**src/hw/rtl/sliding_window_anagram_finder_assert.svh**
```systemverilog
// assertion helpers for the anagram finder
`ifndef SLIDING_WINDOW_ANAGRAM_FINDER_ASSERT_SVH
`define SLIDING_WINDOW_ANAGRAM_FINDER_ASSERT_SVH

`ifndef SYNTHESIS

`define SWAF_ASSERT_IMPLY(label, clk, rstn, ante, cons) \
    label: assert property (@(posedge clk) disable iff (!(rstn)) (ante) |-> (cons)) \
        else $error("swaf assertion failed");

`define SWAF_ASSERT_NEXT(label, clk, rstn, ante, cons) \
    label: assert property (@(posedge clk) disable iff (!(rstn)) (ante) |=> (cons)) \
        else $error("swaf assertion failed");

`else

`define SWAF_ASSERT_IMPLY(label, clk, rstn, ante, cons)

`define SWAF_ASSERT_NEXT(label, clk, rstn, ante, cons)

`endif

`endif

```
**src/hw/rtl/swaf_pkg.sv**
```systemverilog
`default_nettype none

package swaf_pkg;

    localparam int ALPHABET_SIZE = 256;
    localparam int WINDOW_MAX    = 256;
    localparam int INDEX_BITS    = 32;

    localparam int ACTION_BITS = 2;
    localparam int SYM_BITS    = 8;
    localparam int START_BITS  = 32;

    localparam int ALPHA_BITS = (ALPHABET_SIZE > 1) ? $clog2(ALPHABET_SIZE) : 1;
    localparam int SLOT_BITS  = (WINDOW_MAX > 1) ? $clog2(WINDOW_MAX) : 1;
    localparam int LEN_BITS   = $clog2(WINDOW_MAX + 1);
    localparam int CNT_BITS   = $clog2(ALPHABET_SIZE + 1);
    localparam int BAL_BITS   = LEN_BITS + 1;
    localparam int DIFF_BITS  = (INDEX_BITS > LEN_BITS) ? INDEX_BITS : LEN_BITS;
    localparam int WIDE_BITS  = (DIFF_BITS > START_BITS) ? DIFF_BITS : START_BITS;

    localparam logic [SYM_BITS:0] SYM_LIMIT = (SYM_BITS + 1)'(ALPHABET_SIZE);
    localparam logic [LEN_BITS:0] WIN_LIMIT = (LEN_BITS + 1)'(WINDOW_MAX);

    typedef enum logic [ACTION_BITS-1:0] {
        ACT_CLEAR = 2'd0,
        ACT_LOAD  = 2'd1,
        ACT_SCAN  = 2'd2
    } swaf_action_t;

    typedef struct packed {
        logic capture;
        logic clear;
        logic load_step;
        logic in_step;
        logic out_step;
    } swaf_cmd_t;

    typedef struct packed {
        logic out_free;
        logic out_valid;
    } swaf_status_t;

endpackage

`default_nettype wire

```
**src/hw/rtl/swaf_ctrl.sv**
```systemverilog
`default_nettype none
`include "sliding_window_anagram_finder_assert.svh"

module swaf_ctrl (
    input  wire logic                              aclk,
    input  wire logic                              aresetn,
    input  wire logic                              s_valid,
    output logic                                   s_ready,
    input  wire logic [swaf_pkg::ACTION_BITS-1:0]  s_action,
    input  wire swaf_pkg::swaf_status_t            status,
    output swaf_pkg::swaf_cmd_t                    cmd
);

    import swaf_pkg::*;

    typedef enum logic [3:0] {
        S_IDLE = 4'b0001,
        S_LOAD = 4'b0010,
        S_IN   = 4'b0100,
        S_OUT  = 4'b1000
    } swaf_state_t;

    swaf_state_t state_reg, state_next;

    assign s_ready = (state_reg == S_IDLE);

    always_comb begin
        state_next = state_reg;
        cmd        = '0;
        unique case (state_reg)
            S_IDLE: begin
                if (s_valid) begin
                    cmd.capture = 1'b1;
                    unique case (s_action)
                        ACT_CLEAR: cmd.clear  = 1'b1;
                        ACT_LOAD:  state_next = S_LOAD;
                        ACT_SCAN:  state_next = S_IN;
                        default:   state_next = S_IDLE;
                    endcase
                end
            end
            S_LOAD: begin
                cmd.load_step = 1'b1;
                state_next    = S_IDLE;
            end
            S_IN: begin
                cmd.in_step = 1'b1;
                state_next  = S_OUT;
            end
            S_OUT: begin
                if (status.out_free) begin
                    cmd.out_step = 1'b1;
                    state_next   = S_IDLE;
                end
            end
            default: state_next = S_IDLE;
        endcase
    end

    always_ff @(posedge aclk) begin
        if (!aresetn) begin
            state_reg <= S_IDLE;
        end else begin
            state_reg <= state_next;
        end
    end

    `SWAF_ASSERT_NEXT(a_scan_enters_in, aclk, aresetn, s_valid && s_ready && s_action == ACT_SCAN, state_reg == S_IN)
    `SWAF_ASSERT_NEXT(a_in_then_out, aclk, aresetn, state_reg == S_IN, state_reg == S_OUT)
    `SWAF_ASSERT_NEXT(a_out_waits, aclk, aresetn, state_reg == S_OUT && !status.out_free, state_reg == S_OUT && status.out_valid)

endmodule

`default_nettype wire

```
**config.mk**
```make
export PLATFORM = sky130hd
export DESIGN_NAME = swaf_ctrl
export DESIGN_NICKNAME = d
export VERILOG_FILES = /design/src/hw/rtl/swaf_pkg.sv /design/src/hw/rtl/swaf_ctrl.sv
export VERILOG_INCLUDE_DIRS = /design/src /design/src/hw/rtl
export SDC_FILE = /design/constraint.sdc
export NUM_CORES = 1
export LEC_CHECK = 0
export BUFFER_PORTS_ARGS = -buffer_cell sky130_fd_sc_hd__buf_2
export CAP_MARGIN = 5
export CORE_AREA = 2 2 39 41
export DETAILED_ROUTE_END_ITERATION = 16
export DIE_AREA = 0 0 41 43
export PLACE_DENSITY = 0.4
export SYNTH_ARGS = -nofsm -noshare
export SYNTH_HDL_FRONTEND = slang
export SYNTH_SLANG_ARGS = --single-unit
```
**constraint.sdc**
```tcl
create_clock -name aclk -period 1.38 [get_ports aclk]
set_input_delay 0 -clock aclk [delete_from_list [all_inputs] [get_ports aclk]]
set_output_delay 0 -clock aclk [all_outputs]
set_load 0.03 [all_outputs]
```
; ---- After elaboration in Yosys (flattened, before gate mapping)
; Index checks and enable logic that the tools add are counted.
[totals]
ff_bits = 4
in_bits = 7
output_inout_bits = 6
elab_cells = 23
[classes]
n_eq_ne = 9
muxes = 11
n_reduce_logical = 2
[ops]
columns = cell, n
row1 = 4-bit case mux with 3 select lines, 2
row2 = 4-bit 2-to-1 mux, 2
row3 = 2-bit inequality test (second input constant), 3
row4 = 1-bit 2-to-1 mux, 5
row5 = 4-bit by 1-bit equality test with 1-bit output (second input constant), 1
row6 = 4-bit by 2-bit equality test with 1-bit output (second input constant), 1
row7 = 4-bit by 3-bit equality test with 1-bit output (second input constant), 1
row8 = 4-bit equality test (second input constant), 1
row9 = 2-bit 2-to-1 mux, 2
row10 = 3-bit AND reduction, 1
row11 = 2-bit by 1-bit equality test with 1-bit output (second input constant), 1
row12 = 2-bit equality test (second input constant), 1
row13 = 2-bit logical NOT, 1

; ---- Longest topological paths before layout
; Gate-level depths: netlist of run 1.
[logic_depth]
depth_word = 4
depth_mapped = 5
mapped_depth_nobuf = 5

; ---- Least setup slack after synthesis of run 1
; OpenSTA, ideal clock, no wires.
[synth_timing]
kind = reg2reg
from = reg state_reg[2]
to = reg state_reg[1]
setup_ns = 0.082
t_arrival_ns = 1.998
required_ns = 1.298
setup_slack_ns = -0.700
stages_incl_launch_ff = 4
n_path_buf = 0
period_less_slack_ns = 2.080
cell_sequence = dfxtp_1 -> nor4b_1 -> nand3_1 -> nor3b_1
[synth_via]
elab_chain_cells = 3
word_cells_on_any_way = 8
classes_between = eq/ne (6) / mux (1) / reduce/logical (1)
[synth_lines]
columns = item, line
row1 = from (decl), swaf_ctrl.sv:23  ; swaf_state_t state_reg, state_next;
row2 = from (signal assigned), swaf_ctrl.sv:64  ; state_reg <= state_next;
row3 = 4-bit by 1-bit equality test with 1-bit output (*), --
row4 = named net s_ready, swaf_ctrl.sv:8  ; output logic s_ready,
row5 = 2-bit inequality test (no line), --
row6 = 3-bit AND reduction (no line), --
; Mark *: on every way through the listed nets, which the timed path passes. The rest lies on a longest branch.
; A chain may end at the register's enable or synchronous reset.

; ---- Worst setup path after layout of run 1
[layout_timing]
from = reg state_reg[3]
to = reg state_reg[0]
[layout_via]
elab_chain_cells = 3
word_cells_on_any_way = 8
classes_between = eq/ne (6) / mux (1) / reduce/logical (1)
[layout_lines]
columns = item, line
row1 = 4-bit equality test or 4-bit by 1-bit equality test with 1-bit output (tied branches), swaf_ctrl.sv:30  ; unique case (state_reg)
row2 = 2-bit inequality test (no line), --
row3 = 3-bit AND reduction (no line), --
; Several ways; a longest one is shown, not always the timed one.

==> qor.yml, run 1 <==
drt:
  route.antenna.remaining_nets: 0
  avgRoutedWirePerCell_um: 10.4
  detail_route.vias_per_cell: 4.52
  drt-initial-drc-count: 1
  detail_route.wirelength_um: 642
  met3_wirelength_um: 45
  met2_wirelength_um: 346
  route.layer.met1.wl_um: 250
  post-route-drc-count: 0
  uppermost_layer_routed: "met3"
  via_count: 280
  first_pass_iters: 3
synthesis:
  synthDominantAreaCellType: "sky130_fd_sc_hd__dfxtp_1"
  number_of_warnings_issued_by_yosys: 0
  synthesis.area_per_instance_sq_um: 9.36
  yosys-top-cells-count: "4 x sky130_fd_sc_hd__dfxtp_1, 3 x sky130_fd_sc_hd__ha_1, 3 x sky130_fd_sc_hd__inv_1"
  post_synth_inst_count: 29
  synth_area_sq_um: 272
  synth_enable_flop_cells: 0
  postSynthNetCount: 39
  most_instantiated_flip_flop_cell_in_the_synthesis_netlist: "sky130_fd_sc_hd__dfxtp_1"
  number_of_storage_elements_in_the_synthesis_netlist: 4
  yosysMostFrequentCell: "sky130_fd_sc_hd__dfxtp_1"
  yosysUniqueCellTypes: 19
  synth_seq_area_share_pct: 29.5
  ys_top_cells_by_area: "sky130_fd_sc_hd__dfxtp_1 29%, sky130_fd_sc_hd__ha_1 14%, sky130_fd_sc_hd__nor4b_1 6.5%"
  synth_largest_type_area_fraction_pct: 29.5
  async_reset_ff_share_pct: 0
place:
  place.detailed.hpwl_um: 548
  placement.io_buffers: 11
  gp_congestion: 0.659
  dpl.cell_count: 58
  detailed_place.area_sq_um: 388
finish:
  largest_register_ffs: 4
  layout.nets: 58
  insertedDiodeCount: 0
  post-route-cell-area_sq_um: 435
  syn_to_final_growth_pct: 60.4
  final_cell_count_no_fill: 62
  fraction_of_layout_instances_using_a_drive_strength_above_1_pct: 52.2
timing:
  final.min_clock_period_ns: 1.32
  drv_slew: 0
  timing.fmax_mhz: 755
  layout_worst_path_cycle_share_pct: 95.9
  worst_margin_slew_ns: 0.370
  finalSetupViolCount: 0
  fin_setup_tns_ns: 0
  setup_repair_after_global_routing_missed_its_margin: "yes"
  worst_slew_margin_rel_pct: 74.7
  report.final.hold_viol_count: 0
  skew_ns: 0.00189
power:
  fin_total_pwr_mw: 0.339
  sw_frac_of_total_pct: 25.4
  power.clock.fraction_pct: 40.9
  internal_power_mw: 0.253
  seqPwrFrac_pct: 36.9
  power.switching_mw: 0.0859
  power_density_nw_per_um2: 778
  vdd_ir_drop_max_mv: 0.276
  total_leakage_power_nw: 0.208
  portion_of_total_power_attributed_to_combinational_logic_pct: 22.2
critical_path:
  cpMaxStageDelayCell: "sky130_fd_sc_hd__or3b_4"
  signal_arrival_time_at_the_worst_endpoint_ns: 1.48
  timing.critical_path.fanout_max: 4
  timing.critical_path.cells: "or3b_4, a211oi_4, mux2i_1"
  cp-end-kind: "register"
  required_ns: 1.54
  timing.critical_path.from_type: "register"
  critical_path.max_stage_delay_ns: 0.39
  critical_path_class: "reg2reg"
clocking:
  tritoncts.num_buffers: 3
  clock_tree.root_cell: "sky130_fd_sc_hd__clkbuf_4"
  total_number_of_clock_tree_sinks: 4
  worst_setup_hold_path_clk_slew_ns: 0.03
  clock_insertion_delay_worst_skew_ns: 0.23
  ctsHtreeMaxLevel: 1
  clk_path_buf_depth: 2
  cts_tree: "yes"
job:
  cap_viol_max_count: 0
worst_hold_path:
  hp-class: "in2reg"
global_routing:
  maximum_number_of_pins_on_one_net_before_global_route_repair: 8
  first_global_vias: 296
  gr-usage-all-layers_pct: 9.54
  antenna_violations_before_repair: 0
  globalRouteOverflowTotal: 0
  grt_pass1_wl_um: 1120
die:
  core-area_sq_um: 1380
  fp.dieArea_sq_um: 1760
  die_height_um: 43
  floorplan.initialDensity_pct: 19.6
  fp.dieW_um: 41
  rows: 14
  io-pin-count: 13
status:
  run_status: "complete, no violations"
worst max-delay path: cells and delay by family, from the launching register on:
family	cells	cell delay, ns
and+or+nand+nor	1	0.39
AOI/OAI and AO/OA	1	0.34
DFF	1	0.32
muxes	1	0.21
cell usage in the layout, fill, tap and decap left out, types with 2 or more instances in the layout:
cell                       instances
sky130_fd_sc_hd__ha_1              3
sky130_fd_sc_hd__and2_1            2
sky130_fd_sc_hd__buf_4             5
sky130_fd_sc_hd__inv_1             3
sky130_fd_sc_hd__dfxtp_1           2
sky130_fd_sc_hd__dfxtp_2           2
sky130_fd_sc_hd__nor3b_1           2
sky130_fd_sc_hd__clkbuf_4          3
sky130_fd_sc_hd__buf_2             9
routing by layer:
layer	vias to the layer above	track usage [%]
met5	-	0
met1	128	10.3
met3	0	3.14
li1	143	-
met2	9	15.0
met4	0	6.00
through the flow:
step / worst slack [ns] / utilization (%) / hold slack [ns]
global route: -0.0155 / 31.5 / 0.0632
finish: 0.0563 / 31.5 / 0.0289
detailed placement: 0.0351 / 28.0 / 0.267
global placement: 0.0763 / 28.0 / 0.270
floorplan: -0.0509 / - / 0.133
CTS: 0.0105 / 29.8 / 0.0227
cell families after synthesis:
| logic type | Yosys count | share of synthesized area, % |
|---|---|---|
| adder cells (fa/ha/maj) | 3 | 13.8 |
| AND/OR/NAND/NOR | 15 | 37.8 |
| flip-flops | 4 | 29.5 |
| buffers and inverters | 3 | 4.15 |
| AO/OA/AOI/OAI | 3 | 11.1 |
| multiplexers | 1 | 3.69 |
area by class of cell:
type	instances	area, sq um
sequential	4	82.6
tap	16	20.0
timing repair buffer	14	82.6
fill	158	948
inverter	3	11.3
clock buffer	3	22.5
multi-input combinational	22	216
power by group through the flow:
stage          Sequential, mW  Combinational, mW  Clock (mW)
4_1_cts                 0.124             0.0687       0.147
3_5_place_dp            0.126             0.0676           0
5_1_grt                 0.126             0.0829       0.152
2_1_floorplan           0.126             0.0422           0
3_3_place_gp            0.125             0.0673           0
6_report                0.125             0.0752       0.138
what timing repair did:
action / in CTS / in global routing
pin swaps: 0 / 5
hold buffers: 0 / 0
setup buffers: 0 / 1
setup endpoints to repair: 1 / 3
gates cloned: 0 / 0
gates resized for setup: 1 / 6
final timing paths:
kind | startpoint | cells past startpoint | slack, ns | to
worst max-delay path | state_reg[3] | 3 | 0.06 | state_reg[0]
worst min-delay path | aresetn | 2 | 0.03 | state_reg[3]
worst max register to register | state_reg[3] | 3 | 0.06 | state_reg[0]
worst min register to register | state_reg[2] | 2 | 0.67 | state_reg[0]
Power figures use the tool's default switching activity.
==> run 2, diff against run 1 <==
--- a/config.mk
+++ b/config.mk
@@ -12,6 +12,7 @@
 export DETAILED_ROUTE_END_ITERATION = 16
 export DIE_AREA = 0 0 41 43
 export PLACE_DENSITY = 0.4
+export SETUP_SLACK_MARGIN = 0.1
 export SYNTH_ARGS = -nofsm -noshare
 export SYNTH_HDL_FRONTEND = slang
 export SYNTH_SLANG_ARGS = --single-unit
==> run 2 against run 1 <==
  * The flow now finishes with violations (setup timing)
  * Combinational power is 17% higher
  * Routed wire length grew 16%
  * Non-clock buffer count rose by 2
  * Flip-flop and latch count stayed put
  * Global-route usage up 1.4 points
  * Cell area grew 18%
  * Clock power increased by 15%
  * Sequential share of layout area decreased by 1.9 points
  * Critical path depth increased by 1
  * Sequential power is essentially flat
  * Die area did not move
  * First-iteration DRC count grew to 8.0 times the previous value
  * Largest cell class unchanged
  * Largest power group unchanged
==> qor.yml, run 2 (synthesis gave the netlist of run 1 again) <==
clocking:
  total_number_of_clock_tree_sinks: 4  # unchanged
  tritoncts.num_buffers: 3  # unchanged
  clk_path_buf_depth: 2  # unchanged
  worst_setup_hold_path_clk_slew_ns: 0.04  # about the same
  cts-hold-fix-buffers: 0  # unchanged
  clock_tree.root_cell: "sky130_fd_sc_hd__clkbuf_4"
  cts_tree: "yes"
  clock_insertion_delay_worst_skew_ns: 0.24  # about the same
  ctsHtreeMaxLevel: 1  # unchanged
global_routing:
  first_global_vias: 296  # unchanged
  antenna_violations_before_repair: 0  # unchanged
  globalRouteOverflowTotal: 0  # unchanged
  grt_pass1_wl_um: 1240  # +10%
  maximum_number_of_pins_on_one_net_before_global_route_repair: 7  # -1
  gr-usage-all-layers_pct: 10.9  # +1.4 points
finish:
  post-route-cell-area_sq_um: 514  # +18%
  layout.nets: 60  # +3.4%
  largest_register_ffs: 4  # unchanged
  fraction_of_layout_instances_using_a_drive_strength_above_1_pct: 63.3  # +11 points
  final_cell_count_no_fill: 65  # +4.8%
  insertedDiodeCount: 0  # unchanged
  mostFrequentLayoutCells: "6 x sky130_fd_sc_hd__buf_2, 6 x sky130_fd_sc_hd__buf_4, 4 x sky130_fd_sc_hd__buf_6"
  syn_to_final_growth_pct: 89.4
power:
  total_leakage_power_nw: 0.218  # +4.9%
  fin_total_pwr_mw: 0.371  # +9.6%
  power_density_nw_per_um2: 721  # -7.2%
  vdd_ir_drop_max_mv: 0.359  # +30%
timing:
  fin_setup_tns_ns: -0.00157  # -0.00157 ns
  skew_ns: 0.00796  # +0.00607 ns
  drv_slew: 0  # unchanged
  worst_slew_margin_rel_pct: 76.1  # +1.4 points
  layout_worst_path_cycle_share_pct: 100  # +4.2 points
  report.final.hold_viol_count: 0  # unchanged
  timing.fmax_mhz: 724  # -4.2%
  final.min_clock_period_ns: 1.38  # +0.0579 ns
  setup_repair_after_global_routing_missed_its_margin: "yes"
  worst_margin_slew_ns: 0.349  # -0.0207 ns
  setup_slack_ns: -0.00157  # -0.0579 ns
  finalSetupViolCount: 1  # +1
drt:
  avgRoutedWirePerCell_um: 11.5  # +11%
  first_pass_iters: 3  # unchanged
  drt-initial-drc-count: 8  # +7
  via_count: 296  # +5.7%
  post-route-drc-count: 0  # unchanged
  detail_route.vias_per_cell: 4.55  # +0.84%
  detail_route.wirelength_um: 747  # +16%
  route.antenna.remaining_nets: 0  # unchanged
critical_path:
  cpMaxStageDelayCell: "sky130_fd_sc_hd__dfxtp_4"
  ff2ff_setup_slack_ns: 0.03  # -0.03 ns
  worstReg2RegEnd: "state_reg[0]"
  critical-path-top-cell-by-count: "sky130_fd_sc_hd__buf_6"
  critical_path_class: "reg2out"
  timing.critical_path.cells: "buf_6, nor4b_4, and3_4, buf_6"
  timing.critical_path.from_type: "register"
  rr_startpoint: "state_reg[3]"
  r2r_cell_count: 3  # unchanged
  cp-end-kind: "output pin"
  critical_path.max_stage_delay_ns: 0.33  # -0.06 ns
  timing.critical_path.fanout_max: 4  # unchanged
  required_ns: 1.38  # -0.16 ns
  signal_arrival_time_at_the_worst_endpoint_ns: 1.38  # -0.10 ns
worst_hold_path:
  hp-class: "in2reg"
  hold_path_startpoint: "aresetn"
  min_delay_path_depth: 2  # unchanged
  timing.hold.worst_endpoint: "state_reg[3]"
die:
  rows: 14  # unchanged
  fp.dieArea_sq_um: 1760  # unchanged
  core-area_sq_um: 1380  # unchanged
  floorplan.initialDensity_pct: 19.6  # unchanged
  fp.dieW_um: 41  # unchanged
  die_height_um: 43  # unchanged
  io-pin-count: 13  # unchanged
place:
  gp_congestion: 0.708  # +7.4%
  detailed_place.area_sq_um: 402  # +3.5%
  place.detailed.hpwl_um: 538  # -1.8%
  dpl.cell_count: 58  # unchanged
  placement.io_buffers: 11  # unchanged
  place_worst_setup_slack_ns: 0.0261  # -0.00901 ns
status:
  failed_checks: "setup timing"
  run_status: "finished, violations left"
job:
  cap_viol_max_count: 0  # unchanged
run 2: area by class of cell:
class | instances | area [sq um]
multi-input cells | 22 | 249
flip-flops and latches | 4 | 87.6
inverters | 3 | 11.3
clock buffers | 4 | 26.3
repair buffers | 16 | 120
fillers | 142 | 870
well taps | 16 | 20.0
run 2: worst max-delay path, delay by kind of cell, from the launching register on:
kind / cells / cell delay [ns]
buffers and inverters: 2 / 0.24
and+or+nand+nor: 2 / 0.57
DFF: 1 / 0.33
run 2: how the worst max path moves through the flow:
| stage | start | end |
|---|---|---|
| 2_1_floorplan | state_reg[3] | state_reg[0] |
| 3_3_place_gp | state_reg[0] | state_reg[0] |
| 3_5_place_dp | state_reg[0] | state_reg[0] |
| 4_1_cts | state_reg[3] | cmd[3] |
| 5_1_grt | state_reg[3] | cmd[3] |
| 6_report | state_reg[3] | cmd[3] |
run 2: metrics by stage:
step	hold WS (ns)	utilization (%)
4_1_cts	0.0148	34.0
2_1_floorplan	0.132	-
5_1_grt	0.0614	37.2
3_5_place_dp	0.269	29.0
6_report	0.0595	37.2
3_3_place_gp	0.272	29.0
run 2: repair_timing:
action | 4_1_cts | 5_1_grt
pin swaps | 3 | 3
endpoints found under the setup margin | 7 | 10
buffers inserted | 3 | 0
resized for setup | 6 | 13
gates cloned | 0 | 0
run 2: report_power, final:
part           internal, mW  switching (mW)
Sequential            0.118         0.00532
Clock                 0.109          0.0508
Combinational        0.0425          0.0455
Total                 0.269           0.102
run 2: routing by layer:
layer	part of all wire, %	up-vias	track usage, %	wire length (um)
met2	57	10	15.9	426
met4	0	0	4.00	0
met3	7.0	0	7.85	52
met5	0	-	0	0
met1	36	136	11.9	268
li1	-	150	-	-
